**src/hdl/drl_pkg.sv**
```systemverilog
// ----------------------------------------------------------------------------
// Run list decoder package
// Shared types and codes for the run list decoder: result status codes,
// decoder phase encoding and the result record passed to the output stage.
// ----------------------------------------------------------------------------
package drl_pkg;

    // Result status codes.
    localparam logic [1:0] ST_RUN    = 2'd0;
    localparam logic [1:0] ST_END    = 2'd1;
    localparam logic [1:0] ST_RANGE  = 2'd2;
    localparam logic [1:0] ST_FORMAT = 2'd3;

    // Field widths of a result beat.
    localparam int unsigned VCN_W  = 63;
    localparam int unsigned LCN_W  = 64;

    // Decoder phase, one-hot.
    typedef enum logic [3:0] {
        PH_HEADER = 4'b0001,
        PH_COUNT  = 4'b0010,
        PH_OFFSET = 4'b0100,
        PH_ENDED  = 4'b1000
    } t_phase;

    // One decoded result beat.
    typedef struct packed {
        logic [1:0]              status;
        logic signed [LCN_W-1:0] cluster_number;
        logic                    is_sparse;
        logic [VCN_W-1:0]        cluster_count;
        logic [VCN_W-1:0]        first_virtual;
        logic signed [LCN_W-1:0] last_virtual;
    } t_result;

endpackage

```
**src/hdl/data_run_list_decoder.sv**
```systemverilog
// ----------------------------------------------------------------------------
// Data run list decoder
// Decodes an extent run list one byte per beat into run descriptors.
// ----------------------------------------------------------------------------
// The decoder takes one run list byte per clock cycle and gives one result
// beat for each completed run, end of list, or error. A byte is held in an
// input register, decoded there against the running state, and any result
// is written into the output register, where it is presented until it is
// taken. Bytes that make no result keep flowing while a result waits at the
// output; the input stalls only when a byte that makes a result meets a
// full, stalled output register. The limit register may be written whenever
// the list is idle; the write port is always ready.
module data_run_list_decoder (
    input  logic                          i_clk,
    input  logic                          i_rst_n,
    // Input byte channel.
    input  logic                          i_in_valid,
    output logic                          o_in_stall,
    input  logic [7:0]                    i_run_byte,
    input  logic                          i_list_start,
    // Result channel.
    output logic                          o_out_valid,
    input  logic                          i_out_stall,
    output logic [1:0]                    o_status,
    output logic signed [63:0]            o_cluster_number,
    output logic                          o_is_sparse,
    output logic [62:0]                   o_cluster_count,
    output logic [62:0]                   o_first_virtual,
    output logic signed [63:0]            o_last_virtual,
    // Limit register write channel.
    input  logic                          i_cfg_valid,
    output logic                          o_cfg_ready,
    input  logic [62:0]                   i_cfg_data
);
    import drl_pkg::*;

    // Limit register, stored as last virtual cluster plus one.
    logic [63:0] r_end_limit;

    assign o_cfg_ready = 1'b1;

    always_ff @(posedge i_clk) begin
        if (!i_rst_n) begin
            r_end_limit <= 64'd1;
        end else if (i_cfg_valid && o_cfg_ready) begin
            r_end_limit <= {1'b0, i_cfg_data} + 64'd1;
        end
    end

    // Input register.
    logic       r_in_valid;
    logic [7:0] r_in_byte;
    logic       r_in_start;

    // Output register.
    logic    r_out_valid;
    t_result r_out;

    logic    core_has_result;
    t_result core_result;
    logic    out_free;
    logic    proc_go;

    assign out_free   = !r_out_valid || !i_out_stall;
    assign proc_go    = r_in_valid && (!core_has_result || out_free);
    assign o_in_stall = r_in_valid && !proc_go;

    always_ff @(posedge i_clk) begin
        if (!i_rst_n) begin
            r_in_valid <= 1'b0;
        end else if (!o_in_stall) begin
            r_in_valid <= i_in_valid;
        end
    end

    always_ff @(posedge i_clk) begin
        if (i_in_valid && !o_in_stall) begin
            r_in_byte  <= i_run_byte;
            r_in_start <= i_list_start;
        end
    end

    // Decode core.
    drl_core u_core (
        .i_clk        (i_clk),
        .i_rst_n      (i_rst_n),
        .i_go         (proc_go),
        .i_run_byte   (r_in_byte),
        .i_list_start (r_in_start),
        .i_end_limit  (r_end_limit),
        .o_has_result (core_has_result),
        .o_result     (core_result)
    );

    // Output register update.
    always_ff @(posedge i_clk) begin
        if (!i_rst_n) begin
            r_out_valid <= 1'b0;
        end else if (out_free) begin
            r_out_valid <= proc_go && core_has_result;
        end
    end

    always_ff @(posedge i_clk) begin
        if (out_free && proc_go && core_has_result) begin
            r_out <= core_result;
        end
    end

    assign o_out_valid      = r_out_valid;
    assign o_status         = r_out.status;
    assign o_cluster_number = r_out.cluster_number;
    assign o_is_sparse      = r_out.is_sparse;
    assign o_cluster_count  = r_out.cluster_count;
    assign o_first_virtual  = r_out.first_virtual;
    assign o_last_virtual   = r_out.last_virtual;

endmodule

```
**src/hdl/drl_core.sv**
```systemverilog
// ----------------------------------------------------------------------------
// Run list decoder core
// Holds the running decode state and processes one list byte per enabled
// cycle. Produces at most one result per byte, combinationally, for the
// output register in the top level.
// ----------------------------------------------------------------------------
module drl_core (
    input  logic                    i_clk,
    input  logic                    i_rst_n,
    input  logic                    i_go,
    input  logic [7:0]              i_run_byte,
    input  logic                    i_list_start,
    input  logic [63:0]             i_end_limit,
    output logic                    o_has_result,
    output drl_pkg::t_result        o_result
);
    import drl_pkg::*;

    // Sign-extends an offset of the given byte width to 64 bits.
    function automatic logic [63:0] sext_offset(input logic [63:0] acc,
                                                input logic [3:0] width);
        logic [63:0] res;
        logic        sign;
        res  = acc;
        sign = 1'b0;
        case (width)
            4'd1:    sign = acc[7];
            4'd2:    sign = acc[15];
            4'd3:    sign = acc[23];
            4'd4:    sign = acc[31];
            4'd5:    sign = acc[39];
            4'd6:    sign = acc[47];
            4'd7:    sign = acc[55];
            default: sign = 1'b0;
        endcase
        for (int k = 0; k < 8; k++) begin
            if (sign && (4'(k) >= width)) begin
                res[8*k +: 8] = 8'hFF;
            end
        end
        return res;
    endfunction

    // State registers.
    t_phase      r_phase;
    logic [3:0]  r_count_width;
    logic [3:0]  r_offset_width;
    logic [3:0]  r_byte_index;
    logic [63:0] r_count_accum;
    logic [63:0] r_offset_accum;
    logic [63:0] r_running;
    logic [63:0] r_next_virtual;
    logic        r_error;

    t_phase      n_phase;
    logic [3:0]  n_count_width;
    logic [3:0]  n_offset_width;
    logic [3:0]  n_byte_index;
    logic [63:0] n_count_accum;
    logic [63:0] n_offset_accum;
    logic [63:0] n_running;
    logic [63:0] n_next_virtual;
    logic        n_error;

    // State as seen by this byte: a list start clears it first.
    t_phase      cur_phase;
    logic [3:0]  cur_count_width;
    logic [3:0]  cur_offset_width;
    logic [3:0]  cur_byte_index;
    logic [63:0] cur_count_accum;
    logic [63:0] cur_offset_accum;
    logic [63:0] cur_running;
    logic [63:0] cur_next_virtual;
    logic        cur_error;

    always_comb begin
        if (i_list_start) begin
            cur_phase        = PH_HEADER;
            cur_count_width  = '0;
            cur_offset_width = '0;
            cur_byte_index   = '0;
            cur_count_accum  = '0;
            cur_offset_accum = '0;
            cur_running      = '0;
            cur_next_virtual = '0;
            cur_error        = 1'b0;
        end else begin
            cur_phase        = r_phase;
            cur_count_width  = r_count_width;
            cur_offset_width = r_offset_width;
            cur_byte_index   = r_byte_index;
            cur_count_accum  = r_count_accum;
            cur_offset_accum = r_offset_accum;
            cur_running      = r_running;
            cur_next_virtual = r_next_virtual;
            cur_error        = r_error;
        end
    end

    // Byte merge, offset extension and end-of-run arithmetic.
    logic [63:0] byte_shifted;
    logic [3:0]  index_inc;
    logic [63:0] count_merged;
    logic [63:0] offset_merged;
    logic [63:0] count_use;
    logic [63:0] offset_use;
    logic [63:0] offset_sx;
    logic [63:0] running_new;
    logic [63:0] run_end;
    logic        run_over;

    assign byte_shifted  = {56'd0, i_run_byte} << {cur_byte_index[2:0], 3'b000};
    assign index_inc     = cur_byte_index + 4'd1;
    assign count_merged  = cur_count_accum | byte_shifted;
    assign offset_merged = cur_offset_accum | byte_shifted;
    assign count_use     = (cur_phase == PH_COUNT) ? count_merged : cur_count_accum;
    assign offset_use    = (cur_phase == PH_OFFSET) ? offset_merged : cur_offset_accum;
    assign offset_sx     = sext_offset(offset_use, cur_offset_width);
    assign running_new   = cur_running + offset_sx;
    assign run_end       = cur_next_virtual + count_use;
    assign run_over      = run_end > i_end_limit;

    // Next state and result for this byte.
    logic    finish;
    logic    fail_format;
    t_result res;

    always_comb begin
        n_phase        = cur_phase;
        n_count_width  = cur_count_width;
        n_offset_width = cur_offset_width;
        n_byte_index   = cur_byte_index;
        n_count_accum  = cur_count_accum;
        n_offset_accum = cur_offset_accum;
        n_running      = cur_running;
        n_next_virtual = cur_next_virtual;
        n_error        = cur_error;
        o_has_result   = 1'b0;
        finish         = 1'b0;
        fail_format    = 1'b0;
        res            = '0;

        if (!cur_error) begin
            case (cur_phase)
                PH_HEADER: begin
                    if (i_run_byte == 8'd0) begin
                        n_phase      = PH_ENDED;
                        o_has_result = 1'b1;
                        res.status   = ST_END;
                    end else begin
                        n_count_width  = i_run_byte[3:0];
                        n_offset_width = i_run_byte[7:4];
                        if ((i_run_byte[3:0] == 4'd0) || (i_run_byte[3:0] > 4'd8) ||
                            (i_run_byte[7:4] > 4'd8)) begin
                            fail_format = 1'b1;
                        end else begin
                            n_count_accum  = '0;
                            n_offset_accum = '0;
                            n_byte_index   = '0;
                            n_phase        = PH_COUNT;
                        end
                    end
                end
                PH_COUNT: begin
                    n_count_accum = count_merged;
                    n_byte_index  = index_inc;
                    if (index_inc >= cur_count_width) begin
                        if (count_merged[63]) begin
                            fail_format = 1'b1;
                        end else begin
                            n_byte_index = '0;
                            if (cur_offset_width == 4'd0) begin
                                finish = 1'b1;
                            end else begin
                                n_phase = PH_OFFSET;
                            end
                        end
                    end
                end
                PH_OFFSET: begin
                    n_offset_accum = offset_merged;
                    n_byte_index   = index_inc;
                    if (index_inc >= cur_offset_width) begin
                        n_byte_index = '0;
                        finish       = 1'b1;
                    end
                end
                default: begin
                    // End of list reached: bytes are dropped until a list start.
                end
            endcase
        end

        // Completed run: update the running cluster and check the range.
        if (finish) begin
            n_running    = running_new;
            n_phase      = PH_HEADER;
            o_has_result = 1'b1;
            if (run_over) begin
                n_error    = 1'b1;
                res.status = ST_RANGE;
            end else begin
                n_next_virtual     = run_end;
                res.status         = ST_RUN;
                res.cluster_number = (offset_sx != 64'd0) ? running_new : '1;
                res.is_sparse      = (offset_sx == 64'd0);
                res.cluster_count  = count_use[VCN_W-1:0];
                res.first_virtual  = cur_next_virtual[VCN_W-1:0];
                res.last_virtual   = run_end - 64'd1;
            end
        end

        if (fail_format) begin
            n_error      = 1'b1;
            n_phase      = PH_HEADER;
            o_has_result = 1'b1;
            res          = '0;
            res.status   = ST_FORMAT;
        end
    end

    assign o_result = res;

    // State update on each processed byte.
    always_ff @(posedge i_clk) begin
        if (!i_rst_n) begin
            r_phase        <= PH_HEADER;
            r_count_width  <= '0;
            r_offset_width <= '0;
            r_byte_index   <= '0;
            r_count_accum  <= '0;
            r_offset_accum <= '0;
            r_running      <= '0;
            r_next_virtual <= '0;
            r_error        <= 1'b0;
        end else if (i_go) begin
            r_phase        <= n_phase;
            r_count_width  <= n_count_width;
            r_offset_width <= n_offset_width;
            r_byte_index   <= n_byte_index;
            r_count_accum  <= n_count_accum;
            r_offset_accum <= n_offset_accum;
            r_running      <= n_running;
            r_next_virtual <= n_next_virtual;
            r_error        <= n_error;
        end
    end

endmodule
```
**config.mk**
```make
export PLATFORM = sky130hd
export DESIGN_NAME = data_run_list_decoder
export DESIGN_NICKNAME = d
export VERILOG_FILES = /design/src/hdl/drl_pkg.sv /design/src/hdl/data_run_list_decoder.sv /design/src/hdl/drl_core.sv
export SDC_FILE = /design/constraint.sdc
export NUM_CORES = 2
export LEC_CHECK = 0
export BUFFER_PORTS_ARGS = -buffer_cell sky130_fd_sc_hd__buf_4
export CAP_MARGIN = 15
export CORE_MARGIN = 1
export CORE_UTILIZATION = 61
export DETAILED_ROUTE_END_ITERATION = 8
export GPL_TIMING_DRIVEN = 0
export HOLD_SLACK_MARGIN = 0.02
export PLACE_DENSITY = 0.82
export SYNTH_ARGS = -nofsm -noshare
export SYNTH_HDL_FRONTEND = slang
export SYNTH_SLANG_ARGS = --single-unit
```
**constraint.sdc**
```tcl
create_clock -name i_clk -period 17 [get_ports i_clk]
set_input_delay 2.55 -clock i_clk [delete_from_list [all_inputs] [get_ports i_clk]]
set_output_delay 2.55 -clock i_clk [all_outputs]
set_load 0.01 [all_outputs]
```
# Yosys cells after proc, flatten, opt, wreduce, memory -nomap -nowiden
# Cells that the tools add are included.
[word_totals]
out_inout_bits = 260
elab_cells = 161
inputBits = 77
reg_bits = 605
[op_classes]
addsub = 5
bitwise_logic = 3
order_cmp = 13
reduce_logical = 29
n_mux = 80
shifts = 1
n_eq_ne = 10
[op_table]
columns = ["operator", "n"]
rows = [
  ["64-bit 2-to-1 mux", 16],
  ["257-bit 2-to-1 mux", 1],
  ["64-bit one-hot mux with 2 select lines", 2],
  ["255-bit 2-to-1 mux", 1],
  ["64-bit adder", 2],
  ["64-bit OR", 2],
  ["4-bit 2-to-1 mux", 24],
  ["63-bit by 1-bit adder with 64-bit output (second input constant)", 1],
  ["64-bit > comparator", 1],
  ["64-bit logical NOT", 1],
  ["8-bit 2-to-1 mux", 8],
  ["64-bit nonzero test", 1],
  ["8-bit by 6-bit left shift with 64-bit output", 1],
  ["64-bit by 1-bit subtractor with 64-bit output (second input constant)", 1],
  ["4-bit by 3-bit == test with 1-bit output (second input constant)", 5],
  ["1-bit 2-to-1 mux", 20],
  ["3-bit by 4-bit >= comparator with 1-bit output (first input constant)", 4],
  ["1-bit logical AND", 14],
  ["4-bit by 2-bit == test with 1-bit output (second input constant)", 3],
  ["4-bit one-hot mux with 3 select lines", 1],
  ["4-bit by 1-bit == test with 1-bit output (second input constant)", 2],
  ["1-bit by 4-bit >= comparator with 1-bit output (first input constant)", 2],
  ["2-bit by 4-bit >= comparator with 1-bit output (first input constant)", 2],
  ["4-bit >= comparator", 2],
  ["12 further kinds", 24],
]

# Logic depth before layout (Yosys ltp)
[depth]
ltp_word = 16
ltp_mapped = 35
depth_no_buf = 28

# Hierarchy
# From an unflattened synthesis, not the netlist that was laid out.
[hier_totals]
hier_cells = 4090
area_unflattened_um2 = 36221.0
[modules_own_cells]
columns = ["mod", "cells_each", "n_inst", "seq_area_each_um2", "area_per_inst_um2"]
rows = [
  ["drl_core", 3337, 1, 5465.2, 24472.2],
  ["data_run_list_decoder", 753, 1, 9308.9, 11748.8],
]

# Least setup slack after synthesis
# OpenSTA, ideal clock, no wires.
[synth_path]
kind = "register -> register"
start = "register r_in_start"
end = "register r_out (netlist bit o_cluster_count[0]) (enable)"
synth_period_minus_slack_ps = 15502
arrival_time_ps = 14621
setup_ps = 881
n_path_buf = 6
t_required_ps = 16119
path_stages_with_launch = 18
setup_slack_ps = 1498
cell_sequence = "edfxtp_1 -> inv_1 -> clkbuf_1 -> clkbuf_1 -> clkbuf_1 -> buf_1 -> buf_1 -> clkbuf_1 -> nand2_1 -> ha_1 -> a21o_1 -> a21o_1 -> a21oi_1 -> nor4_1 -> o21ai_0 -> and3_1 -> o21ai_0 -> nor2_1"
[synth_via]
elab_chain_cells = 14
word_cells_on_any_way = 34
classes_between = "1 x add/sub; 2 x order compare; 3 x eq/ne; 1 x shift; 20 x mux; 1 x bitwise; 6 x reduce/logical"
[synth_rtl]
columns = ["element", "line_no", "rtl"]
rows = [
  ["from (decl)", "data_run_list_decoder.sv:53", "logic r_in_start;"],
  ["from (signal assigned)", "data_run_list_decoder.sv:79", "r_in_start <= i_list_start;"],
  ["parallel branches: the longest is 8 deep, another holds 4-bit by 1-bit adder with 4-bit output", "--", ""],
  ["1-bit 2-to-1 mux *", "drl_core.sv:213", "if (fail_format) begin"],
  ["1-bit logical NOT", "data_run_list_decoder.sv:65", "assign proc_go = r_in_valid && (!core_has_result || out_free);"],
  ["1-bit logical OR", "data_run_list_decoder.sv:65", ""],
  ["1-bit logical AND", "data_run_list_decoder.sv:65", ""],
  ["1-bit logical AND", "data_run_list_decoder.sv:105", "if (out_free && proc_go && core_has_result) begin"],
  ["1-bit logical AND *", "data_run_list_decoder.sv:105", ""],
  ["to (signal assigned)", "data_run_list_decoder.sv:106", "r_out <= core_result;"],
  ["to (decl)", "data_run_list_decoder.sv:57", "t_result r_out;"],
]
# Every way passes the cells marked *.
# A chain may end at the register's enable or synchronous reset.

# Final worst setup path
[layout_path]
start = "register r_in_start"
end = "register u_core.r_next_virtual[1]"
[layout_via]
word_cells_on_any_way = 38
classes_between = "2 x add/sub; 3 x order compare; 3 x eq/ne; 1 x shift; 24 x mux; 1 x bitwise; 4 x reduce/logical"
[layout_rtl]
columns = ["element", "line_no", "rtl"]
rows = [
  ["64-bit 2-to-1 mux *", "drl_core.sv:77", "if (i_list_start) begin"],
  ["via u_core.cur_next_virtual[0]", "drl_core.sv:73", "logic [63:0] cur_next_virtual;"],
  ["64-bit adder *", "drl_core.sv:120", "assign run_end = cur_next_virtual + count_use;"],
  ["64-bit > comparator", "drl_core.sv:121", "assign run_over = run_end > i_end_limit;"],
  ["64-bit 2-to-1 mux *", "drl_core.sv:199", "if (run_over) begin"],
  ["64-bit 2-to-1 mux *", "drl_core.sv:195", "if (finish) begin"],
  ["to (signal assigned)", "drl_core.sv:244", "r_next_virtual <= n_next_virtual;"],
  ["to (decl)", "drl_core.sv:52", "logic [63:0] r_next_virtual;"],
]
# The timed path passes the listed nets; every way through them passes the cells marked *.

==> impl_metrics.env <==
export IMPL_status="complete, no violations"
export IMPL_post_cts_buffers=0
export IMPL_fin_crit_ns=14.46
export IMPL_p_switching_uw=836
export IMPL_path_max_fanout=10
export IMPL_worst_path_buf_inv=9
export IMPL_met1Wirelength_mm=53.4
export IMPL_synth_most_common_cell="nand2_1"
export IMPL_ir_worst_vdd_uv=102
export IMPL_pwr_share_seq=0.457
export IMPL_avgViaCountPerCell=6.58
export IMPL_rows=89
export IMPL_clk_latency_ns=0.64
export IMPL_postSynthAreaPerCell_sq_um=8.84
export IMPL_synthArstFlopShare=0
export IMPL_cts_inserted_buffers=68
export IMPL_worstHoldStart="u_core.r_running[21]$_SDFFE_PN0P_"
export IMPL_power_density_nw_per_um2=79.9
export IMPL_syn_nets=4458
export IMPL_synth_sequential_area_ratio=0.400
export IMPL_core_area_sq_um=59500
export IMPL_synth_edf_count=266
export IMPL_grtUsageTotal=0.430
export IMPL_routabilityCongestion=1.07
export IMPL_io_pins=337
export IMPL_intPower_uw=2610
export IMPL_fp_dieH_microns=248
export IMPL_antenna_found_initial=5
export IMPL_ys_seq_elements=605
export IMPL_cpPeakStageDelay_ns=0.94
export IMPL_hold_slack_ns=0.447
export IMPL_worstSetupPathType="flop to flop"
export IMPL_instances_no_fill=5440
export IMPL_required_ns=17.55
export IMPL_setup_viol=0
export IMPL_combPwrFrac=0.077
export IMPL_cts_sinks=605
export IMPL_met3_length_mm=17.2
export IMPL_setup_slack_ns=2.54
export IMPL_hold_violations=0
export IMPL_grt_ovfl_total=0
export IMPL_fin_nets=4882
export IMPL_placedCellCount=5300
export IMPL_h_tree_depth=3
export IMPL_hold_buffers=0
export IMPL_seq_area_sq_um=14800
export IMPL_cp_startpoint="r_in_start$_DFFE_PP_"
export IMPL_drc=0
export IMPL_port_buffers=334
export IMPL_synth_top_flop_cell="dfxtp_1"
export IMPL_multiInputGateArea_sq_um=20500
export IMPL_fillerInstances=4540
export IMPL_cp_common_cell="clkbuf_1"
export IMPL_vias=35800
export IMPL_r2r_start="r_in_start$_DFFE_PP_"
export IMPL_first_iter_violations=4532
export IMPL_synthTopCellsByArea="edfxtp_1 (22%), dfxtp_1 (18%), ha_1 (6.7%)"
export IMPL_placed_area_sq_um=40700
export IMPL_synthTopCellsByCount="nand2_1 (359), nor2_1 (346), dfxtp_1 (339)"
export IMPL_arrival_ns=15.01
export IMPL_cts_buffer_depth=3
export IMPL_wirelength_mm=135
export IMPL_netlist_instances=4180
export IMPL_route_top_layer_used="met5"
export IMPL_dr_wl_met2_mm=58.5
export IMPL_drive_above_1_share=0.114
export IMPL_antenna_left=0
export IMPL_cp_start_kind="flop"
export IMPL_min_delay_path_class="flop to flop"
export IMPL_stdcell_area_sq_um=43200
export IMPL_grt_pass1_wl_mm=199
export IMPL_syn2layout_area_growth_pct=16.8
export IMPL_clockPowerShare=0.465
export IMPL_swShare=0.243
export IMPL_cts_resized_gates=0
export IMPL_synth_cell_types=89
export IMPL_finalPower_uw=3450
export IMPL_leakage_uw=0.0190
export IMPL_cts_root_buf="clkbuf_16"
export IMPL_drv_slew=0
export IMPL_start_util=0.621
export IMPL_critPathCaptureType="flop"
export IMPL_grt_setup_unrepaired="no"
export IMPL_syn_area_sq_um=37000
export IMPL_place_ws_ns=3.47
export IMPL_drtPass1Iterations=6
export IMPL_post_drt_wl_per_cell_microns=24.9
export IMPL_slew_headroom=0.101
export IMPL_tightest_slew_ns=1.34
export IMPL_dp_hpwl_mm=103
export IMPL_synth_top_cell_area_share=0.216
export IMPL_clock_skew_ns=0.0242
export IMPL_clkSlewWorstSetupHoldPaths_ns=0.06
export IMPL_grt_max_degree=37
export IMPL_cts_tree="yes"
export IMPL_max_cap_viol_count=0
export IMPL_post_route_period_util=0.851
export IMPL_dieArea_sq_um=61600
export IMPL_fp_dieW_microns=248
export IMPL_synth_area_leader_cell="edfxtp_1"
export IMPL_fmax_mhz=69.1
export IMPL_crit_family="buffers and inverters"
export IMPL_slowest_stage="clkbuf_1"
export IMPL_yosysWarnings=0
export IMPL_grt_pass1_vias=33300
-- power groups by stage --
stage,clock network [uW],registers (uW),logic (uW)
global placement,0,1630,243
global route,1650,1580,279
finish,1600,1580,266
detailed placement,0,1610,255
floorplan,0,1630,112
CTS,1600,1580,257
-- cell type report --
type | count | area share
Multi-Input combinational cell | 3115 | 0.474
Timing Repair Buffer | 354 | 0.0643
Sequential cell | 605 | 0.342
Antenna cell | 7 | 0.000406
Clock inverter | 32 | 0.00957
Tap cell | 773 | 0.0224
Inverter | 178 | 0.0155
Clock buffer | 94 | 0.0462
Buffer | 282 | 0.0251
-- worst register-to-register path, delay by kind of cell, from the launching register on --
kind / cells / cell delay [ns]
buf+inv: 9 / 6.29
xor+xnor: 1 / 0.52
fa+ha+maj: 3 / 1.21
flops: 1 / 0.54
simple gates: 8 / 1.67
compound gates: 12 / 4.18
-- path summary, 6_finish.rpt --
| kind | endpoint | slack [ns] | cells after the start |
|---|---|---|---|
| worst max register to register | u_core.r_next_virtual[1]$_SDFFE_PN0P_ | 2.54 | 33 |
| worst min-delay path | u_core.r_running[21]$_SDFFE_PN0P_ | 0.45 | 2 |
| worst min register to register | u_core.r_running[21]$_SDFFE_PN0P_ | 0.45 | 2 |
| worst max-delay path | u_core.r_next_virtual[1]$_SDFFE_PN0P_ | 2.54 | 33 |
-- registers in the layout (all words and copies together), names as in the netlist, 2 cells and up --
| register | cells |
|---|---|
| o_status | 2 |
| u_core.r_phase | 4 |
| u_core.r_next_virtual | 64 |
| u_core.r_count_accum | 64 |
| u_core.r_offset_width | 4 |
| r_end_limit | 64 |
| u_core.r_byte_index | 4 |
| o_cluster_count | 63 |
| o_last_virtual | 64 |
| o_first_virtual | 63 |
| o_cluster_number | 64 |
| u_core.r_count_width | 4 |
| u_core.r_running | 64 |
| u_core.r_offset_accum | 64 |
| r_in_byte | 8 |
-- metal layers --
layer  GRT usage  vias up
met5           0        -
met3       0.132      357
met2       0.643     2220
li1            -    16000
met4       0.206        2
met1       0.565    17200
-- metrics by stage --
stage / setup TNS (ns) / utilization
after floorplan: 0 / -
after global placement: -1369.38 / 0.680
after detailed placement: 0 / 0.684
after CTS: 0 / 0.724
after global routing: 0 / 0.725
final: 0 / 0.726
-- kinds of logic after synthesis --
group,share of synthesized area
flops,0.400
fa+ha+maj,0.0685
mux,0.00190
buf+inv,0.0474
xor+xnor,0.0495
compound gates,0.212
other cells,0.000101
simple gates,0.221
-- cells in the final DEF, fill, tap and decap left out, types with 125 or more instances in the layout --
cell      count
inv_1       178
edfxtp_1    266
nand2_1     359
nor2b_1     282
a21o_1      125
ha_1        199
o21ai_0     204
clkbuf_1    258
buf_4       337
a22oi_1     160
dfxtp_1     339
a21oi_1     222
nor2_1      345
No activity file was read; power rests on OpenSTA's default activity.
